--- config.mk ---
export PLATFORM = sky130hd
export DESIGN_NAME = mpeg_video_frame_boundary_finder
export DESIGN_NICKNAME = d
export VERILOG_FILES = /design/src/rtl/fbf_pkg.sv /design/src/rtl/fbf_scan.sv /design/src/rtl/fbf_out_reg.sv /design/src/rtl/mpeg_video_frame_boundary_finder.sv
export SDC_FILE = /design/constraint.sdc
export NUM_CORES = 1
export LEC_CHECK = 0
export ABC_AREA = 1
export BUFFER_PORTS_ARGS = -buffer_cell sky130_fd_sc_hd__buf_2
export CAP_MARGIN = 10
export CORE_MARGIN = 3
export CORE_UTILIZATION = 55
export DETAILED_ROUTE_END_ITERATION = 16
export PLACE_DENSITY = 0.77
export SKIP_LAST_GASP = 1
export SLEW_MARGIN = 20
export SYNTH_ARGS = -nofsm -noshare
export SYNTH_HDL_FRONTEND = slang
export SYNTH_SLANG_ARGS = --single-unit
--- constraint.sdc ---
create_clock -name i_clk -period 5.3 [get_ports i_clk]
set_input_delay 1.325 -clock i_clk [delete_from_list [all_inputs] [get_ports i_clk]]
set_output_delay 1.325 -clock i_clk [all_outputs]
set_load 0.02 [all_outputs]
--- src/rtl/fbf_pkg.sv ---
// Shared types, codes and helper functions for the MPEG video frame boundary finder.
`timescale 1ns / 1ps

package fbf_pkg;

    // Default width of the running stream byte offset.
    localparam int POS_WIDTH_DEF = 32;

    // Fixed field widths of the result item, and the width of the zero run counter.
    localparam int BOUNDARY_POS_W = 32;
    localparam int CODE_KIND_W    = 3;
    localparam int SKIP_BYTES_W   = 3;
    localparam int ZERO_RUN_W     = 2;

    // Operation codes of an input item.
    localparam logic OP_BYTE   = 1'b0;
    localparam logic OP_RESYNC = 1'b1;

    // Start code bytes that the classifier looks for.
    localparam logic [7:0] CODE_SEQ_HDR   = 8'hB3;
    localparam logic [7:0] CODE_GOP_HDR   = 8'hB8;
    localparam logic [7:0] CODE_PIC_HDR   = 8'h00;
    localparam logic [7:0] CODE_SLICE_LO  = 8'h01;
    localparam logic [7:0] CODE_SLICE_HI  = 8'hAF;
    localparam logic [7:0] CODE_SEQ_END   = 8'hB7;
    localparam logic [7:0] PREFIX_ONE     = 8'h01;
    localparam logic [7:0] ZERO_BYTE      = 8'h00;

    // Zero run saturates once a full pair of leading zeros has been seen.
    localparam logic [ZERO_RUN_W-1:0] ZERO_RUN_MAX = 2'd2;

    // Skip count reported alongside every boundary.
    localparam logic [SKIP_BYTES_W-1:0] SKIP_ON_BOUNDARY = 3'd4;

    typedef enum logic [CODE_KIND_W-1:0] {
        KIND_NONE  = 3'd0,
        KIND_SEQ   = 3'd1,
        KIND_GOP   = 3'd2,
        KIND_PIC   = 3'd3,
        KIND_SLICE = 3'd4,
        KIND_END   = 3'd5,
        KIND_OTHER = 3'd6
    } t_code_kind;

    // Sync ranks above every other level; encodings 5..7 never arise.
    typedef enum logic [2:0] {
        ST_SYNC  = 3'd0,
        ST_SEQ   = 3'd1,
        ST_GOP   = 3'd2,
        ST_PIC   = 3'd3,
        ST_SLICE = 3'd4
    } t_sync_state;

    typedef struct packed {
        logic                      boundary;
        logic [BOUNDARY_POS_W-1:0] boundary_pos;
        t_code_kind                code_kind;
        logic [SKIP_BYTES_W-1:0]   skip_bytes;
    } t_result;

    function automatic t_code_kind classify(input logic [7:0] b);
        t_code_kind k;
        case (b) inside
            CODE_SEQ_HDR:                   k = KIND_SEQ;
            CODE_GOP_HDR:                   k = KIND_GOP;
            CODE_PIC_HDR:                   k = KIND_PIC;
            [CODE_SLICE_LO:CODE_SLICE_HI]:  k = KIND_SLICE;
            CODE_SEQ_END:                   k = KIND_END;
            default:                        k = KIND_OTHER;
        endcase
        return k;
    endfunction

    function automatic t_sync_state kind_to_state(input t_code_kind k);
        t_sync_state s;
        case (k)
            KIND_SEQ:   s = ST_SEQ;
            KIND_GOP:   s = ST_GOP;
            KIND_PIC:   s = ST_PIC;
            KIND_SLICE: s = ST_SLICE;
            default:    s = ST_SYNC;
        endcase
        return s;
    endfunction

endpackage

--- src/rtl/fbf_scan.sv ---
// Per-byte start code scanner: next scan state and the result item for one input item.
`timescale 1ns / 1ps

module fbf_scan #(
    parameter int POS_WIDTH = fbf_pkg::POS_WIDTH_DEF
) (
    input  logic                                i_operation,
    input  logic [7:0]                          i_byte_value,
    input  logic [fbf_pkg::ZERO_RUN_W-1:0]      i_zero_run,
    input  logic                                i_prefix_found,
    input  fbf_pkg::t_sync_state                i_sync_state,
    input  logic [POS_WIDTH-1:0]                i_byte_pos,
    output logic [fbf_pkg::ZERO_RUN_W-1:0]      o_zero_run,
    output logic                                o_prefix_found,
    output fbf_pkg::t_sync_state                o_sync_state,
    output logic [POS_WIDTH-1:0]                o_byte_pos,
    output fbf_pkg::t_result                    o_result
);
    import fbf_pkg::*;

    t_code_kind             w_kind;
    logic                   w_cur_sync;
    logic                   w_ranks_below;
    logic                   w_boundary;
    logic [POS_WIDTH-1:0]   w_pos_after;
    logic [POS_WIDTH-1:0]   w_pos_prefix;
    logic [POS_WIDTH-1:0]   w_pos_sel;
    logic [BOUNDARY_POS_W-1:0] w_pos_out;

    assign w_pos_after  = i_byte_pos + POS_WIDTH'(1);
    assign w_pos_prefix = i_byte_pos - POS_WIDTH'(3);

    // Unused encodings count as sync.
    assign w_cur_sync = (i_sync_state == ST_SYNC) || (i_sync_state > ST_SLICE);
    assign w_ranks_below = w_cur_sync
                           || (classify(i_byte_value) < t_code_kind'(i_sync_state));

    always_comb begin
        o_zero_run     = i_zero_run;
        o_prefix_found = i_prefix_found;
        o_sync_state   = i_sync_state;
        o_byte_pos     = i_byte_pos;
        w_kind         = KIND_NONE;
        w_boundary     = 1'b0;
        w_pos_sel      = w_pos_prefix;
        if (i_operation == OP_RESYNC) begin
            o_sync_state   = ST_SYNC;
            o_zero_run     = '0;
            o_prefix_found = 1'b0;
        end else begin
            if (i_prefix_found) begin
                o_prefix_found = 1'b0;
                o_zero_run     = '0;
                w_kind         = classify(i_byte_value);
                if (w_kind == KIND_END) begin
                    w_boundary = 1'b1;
                    w_pos_sel  = w_pos_after;
                end else if (w_kind != KIND_OTHER) begin
                    if (((w_kind == KIND_SEQ || w_kind == KIND_GOP || w_kind == KIND_PIC)
                            && w_ranks_below)
                        || (w_cur_sync && (w_kind == KIND_PIC || w_kind == KIND_SLICE))) begin
                        w_boundary = 1'b1;
                    end
                    o_sync_state = kind_to_state(w_kind);
                end
            end else if (i_byte_value == ZERO_BYTE) begin
                if (i_zero_run < ZERO_RUN_MAX) begin
                    o_zero_run = i_zero_run + ZERO_RUN_W'(1);
                end
            end else if (i_byte_value == PREFIX_ONE && i_zero_run == ZERO_RUN_MAX) begin
                o_prefix_found = 1'b1;
                o_zero_run     = '0;
            end else begin
                o_zero_run = '0;
            end
            o_byte_pos = w_pos_after;
        end
    end

    generate
        if (POS_WIDTH >= BOUNDARY_POS_W) begin : g_pos_trunc
            assign w_pos_out = w_pos_sel[BOUNDARY_POS_W-1:0];
        end else begin : g_pos_ext
            assign w_pos_out = {{(BOUNDARY_POS_W-POS_WIDTH){1'b0}}, w_pos_sel};
        end
    endgenerate

    always_comb begin
        o_result.boundary     = w_boundary;
        o_result.boundary_pos = w_boundary ? w_pos_out : '0;
        o_result.code_kind    = w_kind;
        o_result.skip_bytes   = w_boundary ? SKIP_ON_BOUNDARY : '0;
    end

endmodule

--- src/rtl/fbf_out_reg.sv ---
// Result register with valid/ready handshake toward the consumer.
`timescale 1ns / 1ps

module fbf_out_reg (
    input  logic                                    i_clk,
    input  logic                                    i_rst_n,
    input  logic                                    i_load,
    input  fbf_pkg::t_result                        i_result,
    input  logic                                    i_ready,
    output logic                                    o_can_load,
    output logic                                    o_valid,
    output logic                                    o_boundary,
    output logic [fbf_pkg::BOUNDARY_POS_W-1:0]      o_boundary_pos,
    output logic [fbf_pkg::CODE_KIND_W-1:0]         o_code_kind,
    output logic [fbf_pkg::SKIP_BYTES_W-1:0]        o_skip_bytes
);
    import fbf_pkg::*;

    logic    r_valid;
    logic    n_valid;
    t_result r_result;

    // A new result may enter when the slot is empty or is being emptied now.
    assign o_can_load = !r_valid || i_ready;

    always_comb begin
        n_valid = r_valid;
        if (i_load) begin
            n_valid = 1'b1;
        end else if (i_ready) begin
            n_valid = 1'b0;
        end
    end

    always_ff @(posedge i_clk) begin
        if (!i_rst_n) begin
            r_valid <= 1'b0;
        end else begin
            r_valid <= n_valid;
        end
    end

    always_ff @(posedge i_clk) begin
        if (i_load) begin
            r_result <= i_result;
        end
    end

    assign o_valid        = r_valid;
    assign o_boundary     = r_result.boundary;
    assign o_boundary_pos = r_result.boundary_pos;
    assign o_code_kind    = r_result.code_kind;
    assign o_skip_bytes   = r_result.skip_bytes;

endmodule

--- src/rtl/mpeg_video_frame_boundary_finder.sv ---
// Top level of the MPEG-1/2 video frame boundary finder.
`timescale 1ns / 1ps

//  Channel   Direction  Handshake           Payload
//  input     in         i_valid / o_ready   i_operation, i_byte_value
//  result    out        o_valid / i_ready   o_boundary, o_boundary_pos, o_code_kind,
//                                           o_skip_bytes
//
// One item is accepted per cycle while o_ready is high; its result appears in the output
// register on the next cycle, so throughput is one item per clock.
// The scan state (zero run, prefix flag, sync level, byte offset) updates on the same
// edge that accepts the item. Synchronous active-low reset clears the scan state and
// empties the output register. When the consumer holds i_ready low with a result
// waiting, o_ready drops and the input stalls; otherwise input flows every cycle.

module mpeg_video_frame_boundary_finder #(
    parameter int POS_WIDTH = fbf_pkg::POS_WIDTH_DEF
) (
    input  logic                                    i_clk,
    input  logic                                    i_rst_n,
    input  logic                                    i_valid,
    output logic                                    o_ready,
    input  logic                                    i_operation,
    input  logic [7:0]                              i_byte_value,
    output logic                                    o_valid,
    input  logic                                    i_ready,
    output logic                                    o_boundary,
    output logic [fbf_pkg::BOUNDARY_POS_W-1:0]      o_boundary_pos,
    output logic [fbf_pkg::CODE_KIND_W-1:0]         o_code_kind,
    output logic [fbf_pkg::SKIP_BYTES_W-1:0]        o_skip_bytes
);
    import fbf_pkg::*;

    // Scan state carried from one stream byte to the next.
    logic [ZERO_RUN_W-1:0] r_zero_run;
    logic [ZERO_RUN_W-1:0] n_zero_run;
    logic                  r_prefix_found;
    logic                  n_prefix_found;
    t_sync_state           r_sync_state;
    t_sync_state           n_sync_state;
    logic [POS_WIDTH-1:0]  r_byte_pos;
    logic [POS_WIDTH-1:0]  n_byte_pos;

    t_result               w_result;
    logic                  w_can_load;
    logic                  w_accept;

    assign o_ready  = w_can_load;
    assign w_accept = i_valid && w_can_load;

    // The scanner decides everything for the accepted item in one pass: it tracks the
    // zero run toward a 00 00 01 prefix, classifies the code byte after a prefix, and
    // compares the code against the current sync level to flag a frame boundary.
    fbf_scan #(
        .POS_WIDTH (POS_WIDTH)
    ) u_scan (
        .i_operation    (i_operation),
        .i_byte_value   (i_byte_value),
        .i_zero_run     (r_zero_run),
        .i_prefix_found (r_prefix_found),
        .i_sync_state   (r_sync_state),
        .i_byte_pos     (r_byte_pos),
        .o_zero_run     (n_zero_run),
        .o_prefix_found (n_prefix_found),
        .o_sync_state   (n_sync_state),
        .o_byte_pos     (n_byte_pos),
        .o_result       (w_result)
    );

    // State only moves on an accepted item, so stalls never disturb the scan.
    always_ff @(posedge i_clk) begin
        if (!i_rst_n) begin
            r_zero_run     <= '0;
            r_prefix_found <= 1'b0;
            r_sync_state   <= ST_SYNC;
            r_byte_pos     <= '0;
        end else if (w_accept) begin
            r_zero_run     <= n_zero_run;
            r_prefix_found <= n_prefix_found;
            r_sync_state   <= n_sync_state;
            r_byte_pos     <= n_byte_pos;
        end
    end

    // Every accepted item yields exactly one result item.
    fbf_out_reg u_out_reg (
        .i_clk          (i_clk),
        .i_rst_n        (i_rst_n),
        .i_load         (w_accept),
        .i_result       (w_result),
        .i_ready        (i_ready),
        .o_can_load     (w_can_load),
        .o_valid        (o_valid),
        .o_boundary     (o_boundary),
        .o_boundary_pos (o_boundary_pos),
        .o_code_kind    (o_code_kind),
        .o_skip_bytes   (o_skip_bytes)
    );

endmodule
* Word-level counts from Yosys, hierarchy flattened
Index checks and enable logic that the tools add are counted.
** Storage, ports and cells
- Register bits :: 78
- Word-level logic and storage cells :: 85
** Operators by class
- Equal/unequal tests :: 13
- Mux-type cells :: 31
- $add $sub $neg :: 3
- Bitwise operators :: 2
- Reductions and logical operators :: 22
- Magnitude comparators :: 5
** Operators by type and width (count)
- 32-bit two-way mux :: 3
- 32-bit by 1-bit adder with 32-bit output, second input constant :: 1
- 32-bit by 2-bit subtractor with 32-bit output, second input constant :: 1
- 3-bit two-way mux :: 10
- 8-bit equality test, second input constant :: 3
- 2-bit two-way mux :: 6
- 3-bit one-hot mux with 4 select lines :: 1
- 1-bit two-way mux :: 11
- 8-bit by 1-bit equality test with 1-bit output, second input constant :: 1
- 8-bit by 1-bit >= comparator with 1-bit output, second input constant :: 1
- 8-bit less-or-equal comparator, second input constant :: 1
- 8-bit logical NOT :: 1
- 1-bit logical OR :: 7
- 3-bit by 2-bit equality test with 1-bit output, second input constant :: 2
- 3-bit equality test, second input constant :: 2
- 2-bit nonzero test :: 3
- 1-bit logical AND :: 5
- 4-bit != test, second input constant :: 1
- 2-bit AND reduction :: 2
- 4-bit AND reduction :: 1
- 3-bit by 1-bit equality test with 1-bit output, second input constant :: 1
- 3-bit > comparator, second input constant :: 1
- 3-bit logical NOT :: 1
- 3-bit less-than comparator :: 1
- 8 further kinds :: 9

* Depth between registers and ports, before layout
- Depth after elaboration :: 19
- Depth in mapped cells :: 17

* Modules after synthesis
A second synthesis with hierarchy kept.
** Second synthesis, totals
- Cells, all modules :: 919
- Area, all modules :: 6078.3 µm²
** By module, submodules not included
- fbf_scan :: cells each 632, times used 1, sequential area each 0.0 µm², area an instance 3290.7 µm²
- mpeg_video_frame_boundary_finder :: cells each 242, times used 1, sequential area each 760.7 µm², area an instance 1570.3 µm²
- fbf_out_reg :: cells each 45, times used 1, sequential area each 1191.1 µm², area an instance 1217.4 µm²

* Worst setup path before layout
No wires, ideal clock.
- Path kind :: input port to flip-flop
- Start :: input i_byte_value[6]
- End :: register u_out_reg.r_result, in the netlist u_out_reg.o_boundary_pos[11], data pin
- Slack :: 2.114 ns
- Setup time :: 0.262 ns
- Data arrival time :: 2.923 ns
- Cell stages on the path :: 17
- Cell sequence :: inv_2 nand2_2 nor2_4 nand2_2 buf_2 nand2_1 nor2_1 ha_1 nand2_1 inv_1 nand2_1 nand2_2 nand3_4 nand2_2 buf_6 buf_12 nor2_4
** Between the ends
- Longest elaborated chain between the ends :: 18
- Elaborated cells between the ends (all ways) :: 36
- Those cells by class :: 3 x order compare; 9 x eq/ne; 15 x mux; 9 x reduce/logical
** Ends and longest elaborated chain
- from (decl) :: line mpeg_video_frame_boundary_finder.sv:24 : input logic [7:0] i_byte_value,
- 8-bit by 1-bit >= comparator with 1-bit output (implied by the code), or another cell as far along :: line fbf_scan.sv:36, fbf_scan.sv:54
- 1-bit logical AND (implied by the code) or 2-bit two-way mux (tied branches) :: line fbf_scan.sv:36, fbf_scan.sv:54, fbf_pkg.sv:63
- 2-bit two-way mux :: line fbf_pkg.sv:63 : case (b) inside
- 3-bit two-way mux (2 in a row) :: line fbf_pkg.sv:63
- 3-bit two-way mux * :: line fbf_pkg.sv:63
- 3-bit two-way mux :: line fbf_scan.sv:51 : if (i_prefix_found) begin
- 3-bit two-way mux :: line fbf_scan.sv:46 : if (i_operation == OP_RESYNC) begin
- 3-bit by 1-bit equality test with 1-bit output or 3-bit by 2-bit equality test with 1-bit output (tied branches) :: line fbf_scan.sv:59 : if (((w_kind == KIND_SEQ || w_kind == KIND_GOP || w_kind == KIND_PIC)
- 1-bit logical OR (2 in a row) :: line fbf_scan.sv:59
- 1-bit logical AND :: line fbf_scan.sv:60 : && w_ranks_below)
- 1-bit logical OR :: line fbf_scan.sv:61 : || (w_cur_sync && (w_kind == KIND_PIC || w_kind == KIND_SLICE))) begin
- 1-bit two-way mux :: line fbf_scan.sv:59
- 1-bit two-way mux :: line fbf_scan.sv:58 : end else if (w_kind != KIND_OTHER) begin
- 1-bit two-way mux :: line fbf_scan.sv:55 : if (w_kind == KIND_END) begin
- 1-bit two-way mux :: line fbf_scan.sv:51
- 1-bit two-way mux :: line fbf_scan.sv:46
- to (signal assigned) :: line fbf_out_reg.sv:45 : r_result <= i_result;
- to (decl) :: line fbf_out_reg.sv:21 : t_result r_result;
Mark *: on every way between the ends. The rest lies on a longest branch, timed or not. The select of a mux whose other input is x is not followed.
A chain may end at the register's enable or synchronous reset.

* Worst setup path in the final report
- Start :: input i_byte_value[6]
- End :: register u_out_reg.r_result, in the netlist u_out_reg.o_boundary_pos[23], data pin
Same word-level chain as after synthesis.

==> flow_summary.toml <==
[outcome]
status = "complete, no violations"

[power]
switchingPower_uw = 494
comb_power_share_pct = 21.9
p_int_uw = 952
leakage_nw = 2.60
peakVddDrop_mv = 0.133
p_per_area_nw_per_um2 = 256
switching_share_pct = 34.2
clockPowerShare_pct = 31.5
total_power_mw = 1.45
seq_power_share_pct = 46.6

[layout]
syn_to_final_growth_pct = 8.76
nFillCells = 880
num_antenna_cells = 0
mostFrequentLayoutCell = "nand2_1"
layout-drive-gt1-share_pct = 14.5
final_nets = 839
layout_common_cells = "nand2_1 (195), nor2_1 (135), inv_1 (102), buf_2 (51), o21ai_0 (47)"

[sta]
min_period_over_period_pct = 66.4
hold_violations = 0
clock.fmax_mhz = 284
rsz0062_at_grt = "false"
relSlewSlack_pct = 46.0
slew_violations = 0
fin_setup_tns_ps = 0
setup_viol = 0
tightest_slew_ps = 807
clock_skew_ps = 12.0
layout_min_cycle_time_ps = 3520

[route]
vias_per_cell = 5.43
wl_per_cell_um = 15.7
num_vias = 5081
drtIter0Drc = 372
drc = 0
drt_wl_total_um = 14700
firstDrtPassIters = 5
postRouteAntennaNets = 0

[yosys]
ys_seq_area_share_pct = 35.8
synth_edf_count = 36
synth_ff_type = "dfxtp_1"
ys_ff_latch = 75
synthCells = 784
yosys.cell_types.count = 36
netlist_area_um2 = 5200
async_reset_ff_share_pct = 0
synth_warnings = 0
syn_area_per_cell_um2 = 6.63

[clocking]
htree_levels = 3
clock-sinks = 75
insertion_delay_ps = 360
cts_made_buffers = 9
path_clk_slew_ps = 90
cts_root_buf = "clkbuf_8"
cts_buffer_depth = 2
cts_resized = 0
cts_tree = "yes"
cts_setup_buffers = 0
cts-hold-fix-buffers = 0

[global_routing]
grt_pass1_wl_um = 23700
track_usage_pct = 29.4
first_global_vias = 4591
antenna_found_initial = 0
grt_max_degree = 44
overflow = 0

[worst_setup_path]
cp_max_fo = 29
r2r_cells = 11
crit_type = "input port to register"
required_ps = 5380
start_kind = "input port"
r2r_start = "r_byte_pos[0]"
worstPathArrival_ps = 3600
critPathCaptureType = "register"
r2r_slack_ps = 2770
worstSetupStartpoint = "i_byte_value[6]"
cp-endpoint = "u_out_reg.o_boundary_pos[23]"
r2r-end = "u_out_reg.o_boundary_pos[14]"

[floorplanning]
num_rows = 34
dieHeight_um = 103
start_util_pct = 58.2
dieArea_um2 = 10700
pin_count = 54
die_w_um = 103
coreArea_um2 = 8930

[min_path]
hp-class = "register to register"

[place]
port_buffers = 51
place.gp.congestion = 0.974
dp_hpwl_um = 11400

[flow_run]
maxCapViolations = 0
Yosys cell counts (11+ instances only):
cell type / instances / area, µm²
dfxtp_1: 39 / 781
nand3_1: 39 / 195
edfxtp_1: 36 / 1080
inv_1: 103 / 387
nor2_2: 11 / 68.8
xor2_1: 33 / 289
nor3_1: 12 / 60.1
nand2_1: 195 / 732
inv_2: 13 / 48.8
a21oi_1: 35 / 175
buf_2: 11 / 55.1
o21ai_0: 47 / 235
nor2_1: 135 / 507
cells by family (layout without fill, tap and decap cells):
family          after synthesis  after routing  share of synthesized area [%]
compound gates               97             97                           9.77
xor+xnor                     33             33                           5.56
fa+ha+maj                     4              4                          0.962
buf+inv                     144            186                           11.4
flops                        75             75                           35.8
other cells                   1              2                         0.0721
simple gates                430            430                           36.4
state kept, by name, summed over array words and instances (netlist names):
register and flops:
r_zero_run 2, u_out_reg.o_skip_bytes 1, r_sync_state 3, u_out_reg.o_code_kind 3, r_byte_pos 32, u_out_reg.o_valid 1
r_prefix_found 1, u_out_reg.o_boundary_pos 32
worst min path at each step:
stage / depth (start not counted) / slack, ps / from / end
6_report: 2 / 490 / r_prefix_found / r_prefix_found
5_1_grt: 2 / 510 / r_prefix_found / r_prefix_found
4_1_cts: 2 / 490 / r_prefix_found / r_prefix_found
3_5_place_dp: 2 / 470 / r_prefix_found / r_prefix_found
3_3_place_gp: 2 / 470 / r_prefix_found / r_prefix_found
2_1_floorplan: 2 / 460 / r_prefix_found / r_prefix_found
layer usage:
| metal | track usage, % | vias up | wire length (µm) |
|---|---|---|---|
| met1 | 41.9 | 2282 | 6740 |
| met2 | 45.1 | 233 | 6480 |
| met5 | 0 | - | 0 |
| li1 | - | 2533 | - |
| met3 | 4.49 | 33 | 1150 |
| met4 | 10.7 | 0 | 355 |
per-stage QoR:
step | util (%) | hold slack (ps) | worst slack, ps | area [µm²] | instances
floorplan | - | 459 | 2110 | 5200 | 785
detailed placement | 61.1 | 473 | 1420 | 5460 | 919
global placement | 61.1 | 471 | 1540 | 5460 | 919
CTS | 63.3 | 486 | 1780 | 5660 | 935
finish | 63.3 | 486 | 1780 | 5660 | 935
global route | 63.3 | 508 | 1540 | 5660 | 935
worst max-delay path: stages:
cell and delay [ps]:
buf_2 110, inv_2 70, nand2_2 60, nor2_4 110, nand2_2 230, nand2_1 220
nor2_1 60, ha_1 270, nand2_1 50, inv_1 60, nand2_1 70, nand2_2 80
nand3_4 110, nand2_2 620, nor2_1 120
final cells by class:
type                       count  area (µm²)  share of cell area, %
timing repair buffer          53         270                   4.78
inverter                     117         439                   7.76
multi-input combinational    566        2750                   48.6
tap                          108         135                   2.39
sequential                    75        1860                   32.9
clock buffer                   9         124                   2.19
clock inverter                 7        76.3                   1.35
power groups by stage:
stage	clock [mW]	combinational (mW)	sequential, mW
after global placement	0	0.308	0.685
after CTS	0.462	0.312	0.672
final	0.455	0.317	0.673
after global routing	0.488	0.355	0.678
after detailed placement	0	0.310	0.685
after floorplan	0	0.223	0.685
(Power assumes the default switching activity.)
